File: config.mk
export PLATFORM = sky130hd
export DESIGN_NAME = saq_div_cell
export DESIGN_NICKNAME = d
export VERILOG_FILES = /design/src/sv/saq_pkg.sv /design/src/sv/saq_div_cell.sv
export SDC_FILE = /design/constraint.sdc
export NUM_CORES = 1
export LEC_CHECK = 0
export BUFFER_PORTS_ARGS = -buffer_cell sky130_fd_sc_hd__buf_2
export CORE_AREA = 2 2 129 131
export DETAILED_ROUTE_END_ITERATION = 16
export DIE_AREA = 0 0 131 133
export HOLD_SLACK_MARGIN = 0.03
export PLACE_DENSITY = 0.79
export SLEW_MARGIN = 20
export SYNTH_ARGS = -nofsm -noshare
export SYNTH_HDL_FRONTEND = slang
export SYNTH_SLANG_ARGS = --single-unit
File: constraint.sdc
create_clock -name clk -period 6 [get_ports clk]
set_clock_uncertainty 0.05 [all_clocks]
set_input_delay 0.9 -clock clk [delete_from_list [all_inputs] [get_ports clk]]
set_output_delay 0.9 -clock clk [all_outputs]
set_load 0.005 [all_outputs]
File: src/sv/saq_pkg.sv
// Shared types and constants for the shortest-arc quaternion block.
// No dependencies; every other file imports this package.
package saq_pkg;

  localparam int THRESHOLD_SHIFT = 20;
  localparam int RAD_W     = 100;  // radicand width of a square-root chain
  localparam int ROOT_W    = 50;   // root bits, one per square-root cell
  localparam int REM_W     = 53;
  localparam int SQ_STEPS  = ROOT_W;
  localparam int DIV_STEPS = 15;   // quotient bits, one per divide cell
  localparam logic [14:0] ONE_Q14 = 15'd16384;

  typedef struct packed {
    logic signed [15:0] ux;
    logic signed [15:0] uy;
    logic signed [15:0] uz;
    logic signed [15:0] vx;
    logic signed [15:0] vy;
    logic signed [15:0] vz;
  } vec_t;

  typedef struct packed {
    logic        [14:0] qw;
    logic signed [15:0] qx;
    logic signed [15:0] qy;
    logic signed [15:0] qz;
    logic               opposite;
    logic               undefined;
  } quat_t;

  // one step of the digit-by-digit square root
  typedef struct packed {
    logic [RAD_W-1:0]  n;
    logic [REM_W-1:0]  rem;
    logic [ROOT_W-1:0] root;
  } sq_t;

  // one step of the restoring divider
  typedef struct packed {
    logic [ROOT_W-1:0]    q;
    logic [ROOT_W-1:0]    rem;
    logic [DIV_STEPS-1:0] low;
    logic [DIV_STEPS-1:0] quo;
  } dv_t;

endpackage

File: src/sv/saq_div_cell.sv
// One cell of the restoring divider: settles one quotient bit per cycle.
// Depends on saq_pkg.
module saq_div_cell (
  input  logic         clk,
  input  saq_pkg::dv_t prev,
  output saq_pkg::dv_t curr
);
  import saq_pkg::*;

  logic [ROOT_W:0] r_s;
  logic [ROOT_W:0] qx;

  assign r_s = {prev.rem, prev.low[DIV_STEPS-1]};
  assign qx  = {1'b0, prev.q};

  always_ff @(posedge clk) begin
    curr.q   <= prev.q;
    curr.low <= {prev.low[DIV_STEPS-2:0], 1'b0};
    if (r_s >= qx) begin
      curr.rem <= ROOT_W'(r_s - qx);
      curr.quo <= {prev.quo[DIV_STEPS-2:0], 1'b1};
    end else begin
      curr.rem <= ROOT_W'(r_s);
      curr.quo <= {prev.quo[DIV_STEPS-2:0], 1'b0};
    end
  end

endmodule

---- Word level (Yosys, flattened, before mapping) ----
Index checks and enable logic that the tools add are counted.
storage, ports and cells
  flip-flop bits (word level) ............. 129
  bits of input ports ..................... 131
  output and inout port bits .............. 130
  logic and storage cells ................. 8
cells by class
  add/subtract/negate cells ............... 1
  order comparisons ....................... 1
  muxes and demuxes ....................... 2
operators by type and width
  cell                                                            count
  51-bit by 50-bit greater-or-equal comparator with 1-bit output  1
  50-bit two-way mux                                              1
  50-bit subtractor                                               1
  1-bit two-way mux                                               1

---- Depth between registers and ports, before layout ----
  depth in word-level cells ............... 2
  depth in mapped cells ................... 14
  gate-level depth less buffers ........... 13

---- Worst setup path before layout ----
Ideal clock, no wire load.
  kind .................................... input to register
  start point ............................. in prev[29] (netlist name)
  end point ............................... reg curr[78] (netlist name)
  library setup time ...................... 0.117 ns
  arrival time ............................ 3.279 ns
  path slack .............................. 2.554 ns
  cell stages on the path ................. 13
  cells stage by stage .................... inv_1 > ha_1 > inv_1 > fa_1 > a211oi_1 > o211ai_1 > nand4_1 > a21oi_1 > or3_1 > a211o_2 > a211oi_2 > xor2_1 > o21ai_1
between the ends
  cells in the longest elaborated chain, start to end .. 2
RTL lines
  element                                                                                              RTL line                                RTL
  from (decl)                                                                                          saq_div_cell.sv:5                       input saq_pkg::dv_t prev,
  50-bit subtractor or 51-bit by 50-bit greater-or-equal comparator with 1-bit output (tied branches)  saq_div_cell.sv:20, saq_div_cell.sv:19
  50-bit two-way mux (*)                                                                               saq_div_cell.sv:19                      if (r_s >= qx) begin
  to (decl)                                                                                            saq_div_cell.sv:6                       output saq_pkg::dv_t curr
Every way passes the cells marked *; elsewhere a longest branch is shown, timed or not.

---- Worst setup path after layout ----
  start point ............................. in prev[31] (netlist name)
  end point ............................... reg curr[77] (netlist name)
The elaborated chain is that of the path after synthesis.

==> flow_metrics.py <==
metrics = {
    "final_layout": {
        "fin_cells": 1213,
        "top_register": "curr",
        "syn_to_final_growth_pct": 31.5,
        "largestRegisters": "curr x129",
        "final_nets": 1161,
        "drive_gt1_share_pct": 31.7,
        "largest_reg_flops": 129,
        "fill_cells": 1517,
        "final_cell_area_um2": 8350,
    },
    "global_route": {
        "grt_max_degree": 42,
        "grt_pass1_wl_mm": 27.3,
        "gr-total-overflow": 0,
        "antenna_found_initial": 1,
        "track_usage_pct": 20.0,
        "first_global_vias": 5703,
    },
    "die": {
        "io_pins": 261,
        "placementRows": 47,
        "die_x_um": 131,
        "start_util_pct": 39.2,
        "die_h_um": 133,
        "dieArea_um2": 17400,
        "core_um2": 16200,
    },
    "placed_design": {
        "dpl.hpwl_mm": 14.0,
        "placed_cells": 1180,
        "io_buffers": 258,
        "place_congestion": 0.872,
        "placedInstanceArea_um2": 7770,
        "post-place-ws_ps": 1660,
    },
    "cts": {
        "cts_sinks": 129,
        "ctsHtreeMaxLevel": 4,
        "post_cts_buffers": 0,
        "cts.clk_slew.worst_paths_ps": 60,
        "clockBufferDepth": 2,
        "cts_buffers": 17,
        "cts_hold_buffers": 0,
        "cts_root_buffer": "clkbuf_16",
        "cts_tree": "built",
        "cts_resized": 0,
    },
    "routing": {
        "viasPerCell": 4.97,
        "drt-initial-drc-count": 404,
        "dr_total_vias": 6034,
        "first_pass_iters": 7,
        "final_antenna_net_count": 0,
        "drc": 0,
        "routed_wl_mm": 17.7,
        "avgRoutedWirePerCell_um": 14.6,
    },
    "sta": {
        "worst_pin_slew_ps": 793,
        "setup_viol": 0,
        "rsz0062_at_grt": "no",
        "finalMaxSlewViolations": 0,
        "finalSetupTns_ps": 0,
        "fin_crit_sh_pct": 65.5,
        "clock.fmax_mhz": 255,
        "timing.final.ws_setup_ps": 2070,
        "relSlewSlack_pct": 47.0,
        "finalHoldViolations": 0,
        "min_period_ps": 3930,
    },
    "critical_path": {
        "path_cells": "buf_2, ha_1, nand3_1, o21ba_2, o21ai_1, nand4b_1, o21ai_2, o2111ai_4, nand2_2, buf_4, a211oi_1, nor3_1",
        "cp.arrival_ps": 4220,
        "crit_slowest_cell": "nand2_2",
        "start_kind": "primary input",
        "crit_type": "in -> reg",
        "required_ps": 6290,
        "slowest_delay_ps": 620,
        "endpoint_kind": "flip-flop",
        "crit_fanout": 41,
    },
    "synth": {
        "synth_top_area_cell": "dfxtp_1",
        "synth_cells": 725,
        "synth_most_common_cell": "dfxtp_1",
        "yosysTopAreaCellShare_pct": 40.7,
        "synth-async-reset-ratio_pct": 0,
        "synth_edf_count": 0,
        "ys_types": 71,
        "avgSynthCellArea_um2": 8.75,
        "synth_area_leaders": "dfxtp_1 41%, ha_1 9.9%, o21ai_0 5.4%",
        "synth_commonest_cells": "129 x dfxtp_1, 84 x nand2_1, 69 x o21ai_0",
        "synth_warnings": 0,
        "synthFlopType": "dfxtp_1",
        "yosysSeqAreaShare_pct": 40.7,
        "syn_area_um2": 6350,
        "synth_fp_nets": 907,
        "yosys_register_bits": 129,
    },
    "run": {
        "cap_violations": 0,
    },
    "power": {
        "peakVddDrop_mv": 0.188,
        "p_per_area_nw_per_um2": 312,
        "p_total_mw": 2.60,
        "leakagePower_nw": 4.14,
    },
    "min_path": {
        "min_path_type": "in -> reg",
    },
    "run_status": {
        "status": "complete, no violations",
    },
}
==> worst max-delay path, delay by kind of cell <==
kind                     cells  cell delay (ps)
adder cells (fa/ha/maj)      1              360
AND/OR/NAND/NOR              4             1320
buffers and inverters        2              440
AO/OA/AOI/OAI                5             1170
==> power breakdown <==
| part | switching [mW] | internal, mW | leakage, nW | total [mW] |
|---|---|---|---|---|
| sequential | 0.0208 | 0.961 | 1.09 | 0.982 |
| clock | 0.434 | 0.583 | 0.269 | 1.02 |
| combinational | 0.337 | 0.266 | 2.79 | 0.603 |
| total | 0.792 | 1.81 | 4.14 | 2.60 |
==> layout by cell type (no fill, tap or decap), types with 3 or more instances in the layout <==
cell | netlist | routed
buf_2 | 8 | 258
dfxtp_1 | 129 | 129
nand2_1 | 84 | 84
o21ai_0 | 69 | 69
inv_1 | 65 | 65
a21oi_1 | 64 | 64
ha_1 | 50 | 50
nor2_1 | 25 | 25
a21o_1 | 22 | 22
xnor2_1 | 22 | 22
xor2_1 | 20 | 20
clkbuf_16 | 0 | 17
nand4_1 | 14 | 14
nand3_1 | 14 | 14
o21bai_1 | 12 | 12
nor3_1 | 9 | 9
and3_1 | 8 | 8
o211ai_1 | 7 | 7
a31oi_1 | 7 | 7
nor4_1 | 6 | 6
inv_6 | 0 | 6
and2_1 | 4 | 4
a21boi_0 | 4 | 4
nand2b_1 | 4 | 4
clkinvlp_4 | 0 | 4
o21a_1 | 3 | 3
o21ai_1 | 3 | 3
or3_1 | 3 | 3
a211oi_1 | 3 | 3
buf_4 | 2 | 3
==> metrics by stage <==
stage          utilization [%]  hold WS [ps]
2_1_floorplan                -           878
3_3_place_gp              48.1           952
3_5_place_dp              48.1           954
4_1_cts                   51.6           499
5_1_grt                   51.6           495
6_report                  51.6           518
==> final cells by class <==
class,instances,area [um^2],area share [%]
multi-input combinational,505,3360,40.2
sequential,129,2580,30.9
timing repair buffer,261,1310,15.7
clock buffer,18,429,5.14
tap,220,275,3.30
inverter,65,244,2.92
clock inverter,14,144,1.72
antenna,1,2.50,0.0300
==> kinds of logic after synthesis <==
logic type               share of synthesized area, %
flip-flops                                       40.7
buffers and inverters                            6.41
other                                          0.0591
AO/OA/AOI/OAI                                    21.1
multiplexers                                     1.10
adder cells (fa/ha/maj)                          10.2
AND/OR/NAND/NOR                                  14.7
XOR/XNOR                                         5.80
==> final timing paths <==
check,start,end,slack (ps),cells after the start
max,prev[31],curr[77],2070,12
min,prev[26],curr[27],520,1
==> metal layers <==
metal | routed length (um) | track usage (%) | share of wire, % | vias to the layer above
met5 | 0 | 0 | 0 | -
met4 | 350 | 7.86 | 2.0 | 0
met3 | 1270 | 5.82 | 7.2 | 30
met2 | 8460 | 32.9 | 48 | 221
met1 | 7660 | 24.3 | 43 | 2738
li1 | - | - | - | 3045
Note: power is estimated with default switching activity, not from simulation.
