--- config.mk ---
export PLATFORM = sky130hd
export DESIGN_NAME = saq_sqrt_cell
export DESIGN_NICKNAME = d
export VERILOG_FILES = /design/src/sv/saq_pkg.sv /design/src/sv/saq_sqrt_cell.sv
export SDC_FILE = /design/constraint.sdc
export NUM_CORES = 1
export LEC_CHECK = 0
export CAP_MARGIN = 5
export CORE_AREA = 3 3 157 159
export CTS_CLUSTER_DIAMETER = 150
export DETAILED_ROUTE_END_ITERATION = 12
export DIE_AREA = 0 0 160 162
export DONT_BUFFER_PORTS = 1
export HOLD_SLACK_MARGIN = 0.1
export SLEW_MARGIN = 40
export SYNTH_ARGS = -nofsm -noshare
export SYNTH_HDL_FRONTEND = slang
export SYNTH_SLANG_ARGS = --single-unit
--- constraint.sdc ---
create_clock -name clk -period 5.2 [get_ports clk]
set_input_delay 0.26 -clock clk [delete_from_list [all_inputs] [get_ports clk]]
set_output_delay 0.26 -clock clk [all_outputs]
set_load 0.005 [all_outputs]
--- src/sv/saq_pkg.sv ---
// Shared types and constants for the shortest-arc quaternion block.
// No dependencies; every other file imports this package.
package saq_pkg;

  localparam int THRESHOLD_SHIFT = 20;
  localparam int RAD_W     = 100;  // radicand width of a square-root chain
  localparam int ROOT_W    = 50;   // root bits, one per square-root cell
  localparam int REM_W     = 53;
  localparam int SQ_STEPS  = ROOT_W;
  localparam int DIV_STEPS = 15;   // quotient bits, one per divide cell
  localparam logic [14:0] ONE_Q14 = 15'd16384;

  typedef struct packed {
    logic signed [15:0] ux;
    logic signed [15:0] uy;
    logic signed [15:0] uz;
    logic signed [15:0] vx;
    logic signed [15:0] vy;
    logic signed [15:0] vz;
  } vec_t;

  typedef struct packed {
    logic        [14:0] qw;
    logic signed [15:0] qx;
    logic signed [15:0] qy;
    logic signed [15:0] qz;
    logic               opposite;
    logic               undefined;
  } quat_t;

  // one step of the digit-by-digit square root
  typedef struct packed {
    logic [RAD_W-1:0]  n;
    logic [REM_W-1:0]  rem;
    logic [ROOT_W-1:0] root;
  } sq_t;

  // one step of the restoring divider
  typedef struct packed {
    logic [ROOT_W-1:0]    q;
    logic [ROOT_W-1:0]    rem;
    logic [DIV_STEPS-1:0] low;
    logic [DIV_STEPS-1:0] quo;
  } dv_t;

endpackage

--- src/sv/saq_sqrt_cell.sv ---
// One cell of the square-root chain: settles one root bit per cycle.
// Depends on saq_pkg.
module saq_sqrt_cell (
  input  logic         clk,
  input  saq_pkg::sq_t prev,
  output saq_pkg::sq_t curr
);
  import saq_pkg::*;

  logic [REM_W-1:0] rem_s;
  logic [REM_W-1:0] trial;

  assign rem_s = {prev.rem[REM_W-3:0], prev.n[RAD_W-1 -: 2]};
  assign trial = {1'b0, prev.root, 2'b01};

  always_ff @(posedge clk) begin
    curr.n <= {prev.n[RAD_W-3:0], 2'b00};
    if (rem_s >= trial) begin
      curr.rem  <= rem_s - trial;
      curr.root <= {prev.root[ROOT_W-2:0], 1'b1};
    end else begin
      curr.rem  <= rem_s;
      curr.root <= {prev.root[ROOT_W-2:0], 1'b0};
    end
  end

endmodule

=== Word-level counts from Yosys, hierarchy flattened ===
Index checks and enable logic that the tools add are counted.

* Input bits: 204
* Flip-flop bits (word level): 201

* Add/subtract/negate cells: 1
* Magnitude comparators: 1
* Multiplexer cells: 1

{| class="wikitable"
|+ Operator list
! kind !! number
|-
| 103-bit 2-to-1 mux || 1
|-
| 53-bit by 52-bit greater-or-equal comparator with 1-bit output || 1
|-
| 53-bit by 52-bit subtractor with 53-bit output || 1
|}

=== Logic depth before layout (Yosys ltp) ===
Gate-level depths: netlist (run 1).

* Word-level depth: 2
* Gate-level depth with buffers: 13
* Mapped depth without buffers: 11

=== Least setup slack after synthesis (run 1) ===
OpenSTA, ideal clock, no wires.

* Path type: input to register
* Start point: in prev[14] (netlist name)
* End point: reg curr[55] (netlist name)
* Data arrival time: 2.609 ns
* Setup time: 0.121 ns
* Stages: 11
* Slack: 2.470 ns
* Path buffers: 1
* Required time: 5.079 ns
* Path through: inv_1 -> ha_1 -> nand2_1 -> nor4_1 -> nor4b_1 -> nand2_1 -> nor4_1 -> a2111oi_4 -> nand2_4 -> buf_6 -> mux2_4

* Cells in the longest elaborated chain, start to end: 2

{| class="wikitable"
|+ Ends and longest elaborated chain
! element !! RTL line !! source
|-
| start: declaration || saq_sqrt_cell.sv:5 || <nowiki>input saq_pkg::sq_t prev,</nowiki>
|-
| 53-bit by 52-bit greater-or-equal comparator with 1-bit output || saq_sqrt_cell.sv:18 || <nowiki>if (rem_s >= trial) begin</nowiki>
|-
| 103-bit 2-to-1 mux || saq_sqrt_cell.sv:18 ||
|-
| end: declaration || saq_sqrt_cell.sv:6 || <nowiki>output saq_pkg::sq_t curr</nowiki>
|}

No other way between the ends.

=== Final worst setup path (run 1) ===
* Start point: in prev[201] (netlist name)
* End point: reg curr[94] (netlist name)

* Cells in the longest elaborated chain, start to end: 2
* Elaborated cells between the ends (all ways): 3
* Classes of those cells: add/sub (1); order compare (1); mux (1)

{| class="wikitable"
|+ Ends and longest elaborated chain
! element !! RTL line
|-
| 53-bit by 52-bit subtractor with 53-bit output or 53-bit by 52-bit greater-or-equal comparator with 1-bit output (tied branches) || saq_sqrt_cell.sv:19, saq_sqrt_cell.sv:18
|-
| 103-bit 2-to-1 mux (*) || saq_sqrt_cell.sv:18
|}

Every way passes the cells marked *; elsewhere a longest branch is shown, timed or not.

==> flow_summary.toml, run 1 <==
[final_layout]
multiInputGateArea_um2 = 3800
largest-register = "curr"
area_growth_pct = 35.6
largest_reg_flops = 201
layoutNonFillerInstCount = 1306
fin_nets = 1228
layout-drive-gt1-share_pct = 9.86
regArea_um2 = 4020
reg_top3 = "curr x201"
nFillCells = 2150

[synthesis]
synth_seq_cells = 201
synth_commonest_cells = "dfxtp_1, inv_1, a21oi_1, ha_1, mux2_4"
synth_area_leader_cell = "dfxtp_1"
synth.yosys.seq_area_share_pct = 49.0
yosysWarnings = 0
synthFlopType = "dfxtp_1"
synth_top_cell_area_share_pct = 49.0
async_reset_ff_share_pct = 0
synth_area_um2 = 8210
postSynthCellCount = 773
synth_area_leaders = "dfxtp_1, mux2_4, ha_1"
yosys.cell_count.top_type = "dfxtp_1"
ys_types = 65
synth_edf_count = 0
postSynthAreaPerCell_um2 = 10.6

[setup_path]
critPathLaunch = "prev[201]"
crit_chain = "dlygate4sd3_1 -> inv_1 -> ha_1 -> nor2b_1 -> o31a_1 -> o21ai_2 -> o21ai_1 -> a2111oi_0 -> or2_2 -> o311ai_0 -> xor2_1 -> mux2_4"
endpoint = "curr[94]$_DFF_P_"
cp_top_family = "compound AO/OA/AOI/OAI gates"
worst_path_max_delay_cell = "dlygate4sd3_1"
cp_data_required_time_ns = 5.58
crit_type = "input port to register"
endpoint_kind = "register"
critPathLaunchType = "input port"
cp.depth = 12
cp_num_buf_inv = 2
crit_arrival_ns = 3.33
critical_path.max_fanout = 5
max_stage_delay_ns = 0.53

[sta]
slew_headroom_pct = 50.7
max_freq_mhz = 339
holdWs_ns = 0.171
period_minus_slack_ns = 2.95
finalSetupTns_ns = 0
setup-violations-final = 0
finalHoldViolations = 0
grt_setup_unrepaired = "no"
slew_viol_final = 0
fin_crit_sh_pct = 56.8
tightest_slew_ns = 0.734

[clocking]
cts_buffers = 21
hold_buffers = 200
clock-sinks = 201
clk_pin_slew_ns = 0.06
htreeDepth = 1
post_cts_buffers = 0
cts_tree = "built"
clock_tree.buffer_depth = 3
cts_resized = 0
cts_root_buf = "clkbuf_16"

[place]
placed_cells = 1068
port_buffers = 0
routabilityCongestion = 0.836
dpl.hpwl_um = 20300

[global_route]
gr-usage-all-layers_pct = 19.9
overflow = 0
antenna_found_initial = 3
grt_start_max_net_pins = 54
grt_pass1_wl_um = 40500
grt_pass1_vias = 6940

[worst_hold_path]
hold_class = "input port to register"
min_from = "prev[99]"

[pwr]
cellPowerDensity_nw_per_um2 = 352
ir_worst_vdd_mv = 0.240
leakagePower_nw = 4.96

[run]
maxCapViolations = 0

[drt]
wirelength_um = 27300
drt_pass1_iterations = 4
via_per_inst = 4.90
vias = 6396
ant_nets = 0
drcViolationCount = 0
drtIter0Drc = 309
wl_per_cell_um = 20.9

[floorplan]
die_w_um = 160
dieArea_um2 = 25900
start_util_pct = 35.1
rows = 56
pin_count = 407
core-area_um2 = 23400
die_h_um = 162

[status]
status = "complete, no violations"
[stage by stage]
stage	instance area, µm²	utilization, %	total power [W]	setup slack [ns]
after detailed placement	8480	36.2	0.00242	1.68
after global routing	11100	47.6	0.00410	1.90
after CTS	11100	47.5	0.00397	2.20
after global placement	8470	36.2	0.00242	1.41
after floorplan	8210	-	0.00227	2.47
final	11100	47.6	0.00392	2.25
[routing by layer]
| layer | GRT usage [%] | share of wire, % | routed length [µm] |
|---|---|---|---|
| met5 | 0 | 0 | 0 |
| met2 | 38.8 | 54 | 14700 |
| met3 | 5.81 | 7.7 | 2100 |
| met1 | 20.6 | 36 | 9860 |
| met4 | 5.52 | 2.3 | 626 |
[worst min-delay path, delay by kind of cell]
kind | cells | cell delay (ns)
compound gates | 1 | 0.11
fa+ha+maj | 1 | 0.20
simple gates | 1 | 0.06
[power by group]
group / leakage, nW / switching, W / internal (W)
Combinational: 2.94 / 0.000331 / 0.000389
Clock: 0.322 / 0.000607 / 0.000799
Sequential: 1.70 / 0.000100 / 0.00170
[cell usage in the layout (no fill, tap or decap), types with 4 or more instances in the layout]
cell	instances
nor4_1	4
a21o_1	26
a21oi_1	55
nor2_1	28
mux2_2	4
and3_1	7
nor3_1	7
o211ai_1	6
nand2_1	41
a31oi_1	4
nand4_1	10
o31ai_1	5
o21bai_1	7
clkbuf_16	21
ha_1	52
xnor2_1	28
clkbuf_8	4
nor2b_1	4
inv_1	67
o21ai_0	38
nand2b_1	5
o21a_1	6
dlygate4sd3_1	200
nand3_1	15
dfxtp_1	201
xor2_1	19
mux2_4	45
a21boi_0	5
and4_1	4
clkinv_2	5
[how the worst min path moves through the flow]
| stage | end | slack [ns] | cells after the start |
|---|---|---|---|
| 6_report | curr[102]$_DFF_P_ | 0.17 | 3 |
| 3_3_place_gp | curr[144]$_DFF_P_ | 0.29 | 0 |
| 4_1_cts | curr[102]$_DFF_P_ | 0.14 | 3 |
| 5_1_grt | curr[102]$_DFF_P_ | 0.17 | 3 |
| 3_5_place_dp | curr[144]$_DFF_P_ | 0.29 | 0 |
| 2_1_floorplan | curr[105]$_DFF_P_ | 0.29 | 0 |
[layout make-up]
class	count	area share, %
Antenna cell	3	0.0675
Clock buffer	26	5.25
Sequential cell	201	36.2
Inverter	67	2.26
Timing Repair Buffer	200	18.0
Tap cell	319	3.59
Multi-Input combinational cell	481	34.2
Clock inverter	9	0.528
[logic make-up (layout without fill, tap and decap cells)]
family / after synthesis / count (layout) / share of synthesized area [%]
DFF: 201 / 201 / 49.0
muxes: 51 / 51 / 9.02
xor gates and xnor gates: 47 / 47 / 5.02
adders and majority gates: 52 / 52 / 7.93
other: 1 / 5 / 0.0457
and+or+nand+nor: 141 / 141 / 8.66
AOI/OAI and AO/OA: 188 / 188 / 15.5
buffers and inverters: 92 / 302 / 4.80
No activity file was read; power rests on OpenSTA's default activity.
==> run 2, diff against run 1 <==
ABC_AREA = 1   (was not set)
CORE_AREA = 3 3 156 158   (was 3 3 157 159)
DIE_AREA = 0 0 159 161   (was 0 0 160 162)
clock period = 2.9 ns   (was 5.2 ns; I/O delays follow)
==> run 2 against run 1 <==
  * Power rose by 89%
  * First-iteration DRC count rose by 67%
  * Sequential cell count did not move
  * Hold slack got worse by 0.061 ns
  * Critical path depth rose by 3
  * Wire length rose by 32%
  * Core utilization rose by 7.2 points
  * Die area fell by 1.2%
  * Setup slack got worse by 2.0 ns
  * Synthesized cell count rose by 82%
==> flow_summary.toml, run 2 <==
[final_layout]
regArea_um2 = 4020
nFillCells = 2255
area_growth_pct = 31.7
reg_top3 = "curr x201"
final_area_um2 = 12700
final_common_cell = "nand2_1"
multiInputGateArea_um2 = 4390
largest-register = "curr"
largest_reg_flops = 201
layout-drive-gt1-share_pct = 6.35
fin_nets = 1880
layout_common_cells = "nand2_1, inv_1, dfxtp_1, dlygate4sd3_1, nor2_1"

[synthesis]
yosysWarnings = 0
synth_area_leader_cell = "dfxtp_1"
synth_seq_cells = 201
synth_area_leaders = "dfxtp_1, nand2_1, inv_1"
yosys.cell_count.top_type = "nand2_1"
synth.yosys.seq_area_share_pct = 41.6
synth_commonest_cells = "nand2_1, inv_1, dfxtp_1, nor2_1, nand3_1"
synth_edf_count = 0
synth_top_cell_area_share_pct = 41.6
synthFlopType = "dfxtp_1"
postSynthCellCount = 1407
async_reset_ff_share_pct = 0
synth_area_um2 = 9670
postSynthAreaPerCell_um2 = 6.87
ys_types = 32

[floorplan]
rows = 56
pin_count = 407
dieArea_um2 = 25600
start_util_pct = 41.6
die_h_um = 161
die_w_um = 159
core-area_um2 = 23300

[sta]
grt_setup_unrepaired = "no"
max_freq_mhz = 382
finalHoldViolations = 0
fin_crit_sh_pct = 90.2
slew_viol_final = 0
setup-violations-final = 0
finalSetupTns_ns = 0
fin_ws_ns = 0.285
period_minus_slack_ns = 2.62

[drt]
wl_per_cell_um = 18.4
drt_pass1_iterations = 5
wirelength_um = 36100
via_per_inst = 4.64
drcViolationCount = 0
vias = 9113
ant_nets = 0
drtIter0Drc = 515

[pwr]
leakagePower_nw = 6.71
cellPowerDensity_nw_per_um2 = 583
ir_worst_vdd_mv = 0.485

[clocking]
cts_buffers = 20
cts_root_buf = "clkbuf_16"
cts_tree = "built"
htreeDepth = 1
clock-sinks = 201
post_cts_buffers = 0
clock_tree.buffer_depth = 3
clk_pin_slew_ns = 0.06

[global_route]
grt_start_max_net_pins = 40
gr-usage-all-layers_pct = 27.0
overflow = 0
antenna_found_initial = 8
grt_pass1_wl_um = 52800
grt_pass1_vias = 9181

[setup_path]
critical_path.max_fanout = 39
critPathLaunchType = "input port"
cp_data_required_time_ns = 3.32
endpoint_kind = "register"
crit_arrival_ns = 3.04
critPathLaunch = "prev[67]"
crit_type = "input port to register"

[place]
port_buffers = 0
post-place-ws_ns = 0.265
routabilityCongestion = 0.932
dpl.hpwl_um = 28900
placed_area_um2 = 10000

[worst_hold_path]
hold_class = "input port to register"
min_from = "prev[95]"

[run]
maxCapViolations = 0

[status]
status = "complete, no violations"
==> run 2: worst paths after layout <==
| kind | endpoint | cells after the start |
|---|---|---|
| worst min-delay path | curr[97]$_DFF_P_ | 4 |
| worst max-delay path | curr[69]$_DFF_P_ | 15 |
==> run 2: worst max-delay path, stage by stage <==
cell and delay, ns:
dlygate4sd3_1 0.58, ha_1 0.34, nand2_1 0.17, inv_1 0.06, nand2_1 0.06, nand2_1 0.07
clkinv_1 0.05, nand2_1 0.06, nand3b_2 0.28, nand2_1 0.14, nand3_4 0.27, inv_8 0.34
buf_4 0.30, nand2_2 0.09, o21ai_2 0.06
==> run 2: report_power, final <==
| group | leakage, nW | total (W) | internal, W | switching, W |
|---|---|---|---|---|
| clock network | 0.356 | 0.00278 | 0.00172 | 0.00106 |
| logic | 4.66 | 0.00146 | 0.000583 | 0.000878 |
| registers | 1.70 | 0.00318 | 0.00302 | 0.000159 |
| total | 6.71 | 0.00742 | 0.00533 | 0.00210 |
==> run 2: final cells by class <==
type | instances | area share (%)
Sequential cell | 201 | 31.6
Clock buffer | 28 | 4.72
Clock inverter | 7 | 0.923
Multi-Input combinational cell | 892 | 34.5
Tap cell | 319 | 3.13
Antenna cell | 6 | 0.118
Inverter | 303 | 8.98
Timing Repair Buffer | 206 | 16.1
==> run 2: kinds of logic after synthesis <==
kind of cell,synth area share (%)
compound gates,4.71
xor+xnor,2.45
fa+ha+maj,6.73
buf+inv,13.0
flops,41.6
other cells,0.0388
simple gates,31.5
==> run 2: metal layers <==
metal / part of all wire [%] / vias to the layer above / GRT usage [%] / wire, µm
met2: 50 / 342 / 48.6 / 18100
li1: - / 4635 / - / -
met1: 39 / 4074 / 31.5 / 14100
met3: 7.9 / 58 / 6.57 / 2860
met4: 3.0 / 4 / 8.79 / 1080
met5: 0.058 / - / 0 / 21
==> run 2: repair_timing <==
item | 4_1_cts | 5_1_grt
setup endpoints to repair | 0 | 8
hold endpoints to repair | 200 | 0
hold buffers | 200 | 0
resized for setup | 0 | 1
==> run 2: stage by stage <==
stage	hold slack (ns)	total power [W]	utilization, %	instances
2_1_floorplan	0.173	0.00409	-	1408
3_3_place_gp	0.173	0.00445	43.0	1721
3_5_place_dp	0.173	0.00445	43.0	1721
4_1_cts	0.102	0.00744	54.7	1956
5_1_grt	0.141	0.00777	54.8	1960
6_report	0.110	0.00742	54.8	1962
==> run 3, diff against run 2 <==
CORE_AREA = not set   (was 3 3 156 158)
CORE_ASPECT_RATIO = 0.5   (was not set)
CORE_MARGIN = 3   (was not set)
CORE_UTILIZATION = 46   (was not set)
DIE_AREA = not set   (was 0 0 159 161)
==> run 3 against run 2 <==
  * Global-route usage rose by 5.6 points
  * Highest routed layer unchanged
  * Largest cell class unchanged
  * Power fell by 4.4%
  * Clock power fell by 13%
  * Cell count fell by 3.0%
  * Maximum frequency rose by 0.37%
  * Critical path depth fell by 2
  * Final area fell by 1.7%
  * Die area fell by 11%
==> flow_summary.toml, run 3 (synthesis results as in run 2) <==
[sta]
finalSetupTns_ns = 0
max_freq_mhz = 384
holdWs_ns = 0.122
setup-violations-final = 0
slew_headroom_pct = 63.3
tightest_slew_ns = 0.551
fin_ws_ns = 0.294
slew_viol_final = 0
grt_setup_unrepaired = "no"
period_minus_slack_ns = 2.61
finalHoldViolations = 0
fin_crit_sh_pct = 89.9

[final_layout]
fin_nets = 1874
nFillCells = 1754
final_common_cell = "nand2_1"
layout-drive-gt1-share_pct = 5.72
multiInputGateArea_um2 = 4390
largest-register = "curr"
regArea_um2 = 4020
reg_top3 = "curr x201"
layout_common_cells = "nand2_1, inv_1, dfxtp_1, dlygate4sd3_1, nor2_1"
largest_reg_flops = 201
area_growth_pct = 29.5

[setup_path]
crit_type = "input port to register"
cp_data_required_time_ns = 3.34
crit_arrival_ns = 3.05
critical_path.max_fanout = 73
critPathLaunchType = "input port"
endpoint_kind = "register"

[clocking]
clock-sinks = 201
cts_root_buf = "clkbuf_16"
htreeDepth = 1
cts_buffers = 17
post_cts_buffers = 0
clock_tree.buffer_depth = 3
clk_pin_slew_ns = 0.06
cts_tree = "built"

[global_route]
grt_pass1_wl_um = 55500
gr-usage-all-layers_pct = 32.6
antenna_found_initial = 12
overflow = 0
grt_start_max_net_pins = 74
grt_pass1_vias = 9146

[floorplan]
start_util_pct = 48.3
core-area_um2 = 20000
dieArea_um2 = 22900
rows = 36
die_h_um = 109
pin_count = 407
die_w_um = 211

[drt]
drcViolationCount = 0
via_per_inst = 4.95
drt_pass1_iterations = 5
wl_per_cell_um = 20.6
ant_nets = 0
wirelength_um = 39200
vias = 9420
drtIter0Drc = 815

[worst_hold_path]
hold_class = "input port to register"
min_to = "curr[75]$_DFF_P_"
worstHoldPathCells = 5
min_from = "prev[23]"

[status]
status = "complete, no violations"

[run]
maxCapViolations = 0

[place]
port_buffers = 0
dpl.hpwl_um = 30500
post-place-ws_ns = 0.266
routabilityCongestion = 0.980

[pwr]
leakagePower_nw = 6.62
cellPowerDensity_nw_per_um2 = 567
ir_worst_vdd_mv = 0.384
run 3: changes by cell type in the layout (fill, tap and decap cells not counted), sizes merged:
cell         before  now
buf               6    2
bufinv            3    2
clkbuf           28   22
clkinvlp          0    1
diode             6   11
dlygate4sd3     200  201
inv             302  301
run 3: layout make-up:
type / count / area share, %
sequential: 201 / 32.1
multi-input combinational: 892 / 35.1
inverter: 303 / 9.14
antenna: 11 / 0.220
clock inverter: 6 / 0.689
clock buffer: 22 / 3.79
timing repair buffer: 203 / 16.3
tap: 266 / 2.66
run 3: how the worst max path moves through the flow:
| stage | start | end | slack (ns) | depth (start not counted) |
|---|---|---|---|---|
| floorplan | prev[17] | curr[70]$_DFF_P_ | 1.17 | 15 |
| global placement | prev[46] | curr[70]$_DFF_P_ | 0.33 | 13 |
| detailed placement | prev[46] | curr[70]$_DFF_P_ | 0.27 | 13 |
| CTS | prev[95] | curr[70]$_DFF_P_ | 0.25 | 13 |
| global route | prev[95] | curr[72]$_DFF_P_ | 0.02 | 13 |
| finish | prev[95] | curr[72]$_DFF_P_ | 0.29 | 13 |
run 3: worst max-delay path: stages:
cell           delay [ns]
dlygate4sd3_1        0.57
ha_1                 0.37
nand2_1              0.15
inv_2                0.05
a21oi_1              0.19
nor2_1               0.06
nor2_1               0.13
nand2_1              0.14
nor2_2               0.17
nand3_4              0.26
inv_8                0.49
nand2_1              0.17
nand2_1              0.10
run 3: per-layer routing:
layer | up-vias | global-route usage (%) | share of wire (%)
met4 | 8 | 15.8 | 4.4
met5 | - | 0 | 0.11
li1 | 4622 | - | -
met3 | 115 | 10.3 | 9.5
met1 | 4237 | 40.4 | 41
met2 | 438 | 51.8 | 45
run 3: report_power, final:
part / switching [W] / internal [W] / total, W
clock: 0.00107 / 0.00134 / 0.00241
combinational: 0.000909 / 0.000584 / 0.00149
sequential: 0.000175 / 0.00302 / 0.00320
run 3: through the flow:
step	total power (W)	cell area (µm²)	utilization [%]	std cells
4_1_cts	0.00702	12500	62.3	1893
2_1_floorplan	0.00409	9680	-	1408
5_1_grt	0.00741	12500	62.4	1901
3_5_place_dp	0.00445	9920	49.5	1664
6_report	0.00710	12500	62.5	1904
3_3_place_gp	0.00445	9920	49.5	1664
run 3: timing repair:
| action | in CTS | in global routing |
|---|---|---|
| hold endpoints to repair | 200 | 0 |
| gates resized for setup | 0 | 1 |
| endpoints found under the setup margin | 0 | 15 |
| hold buffers | 201 | 0 |
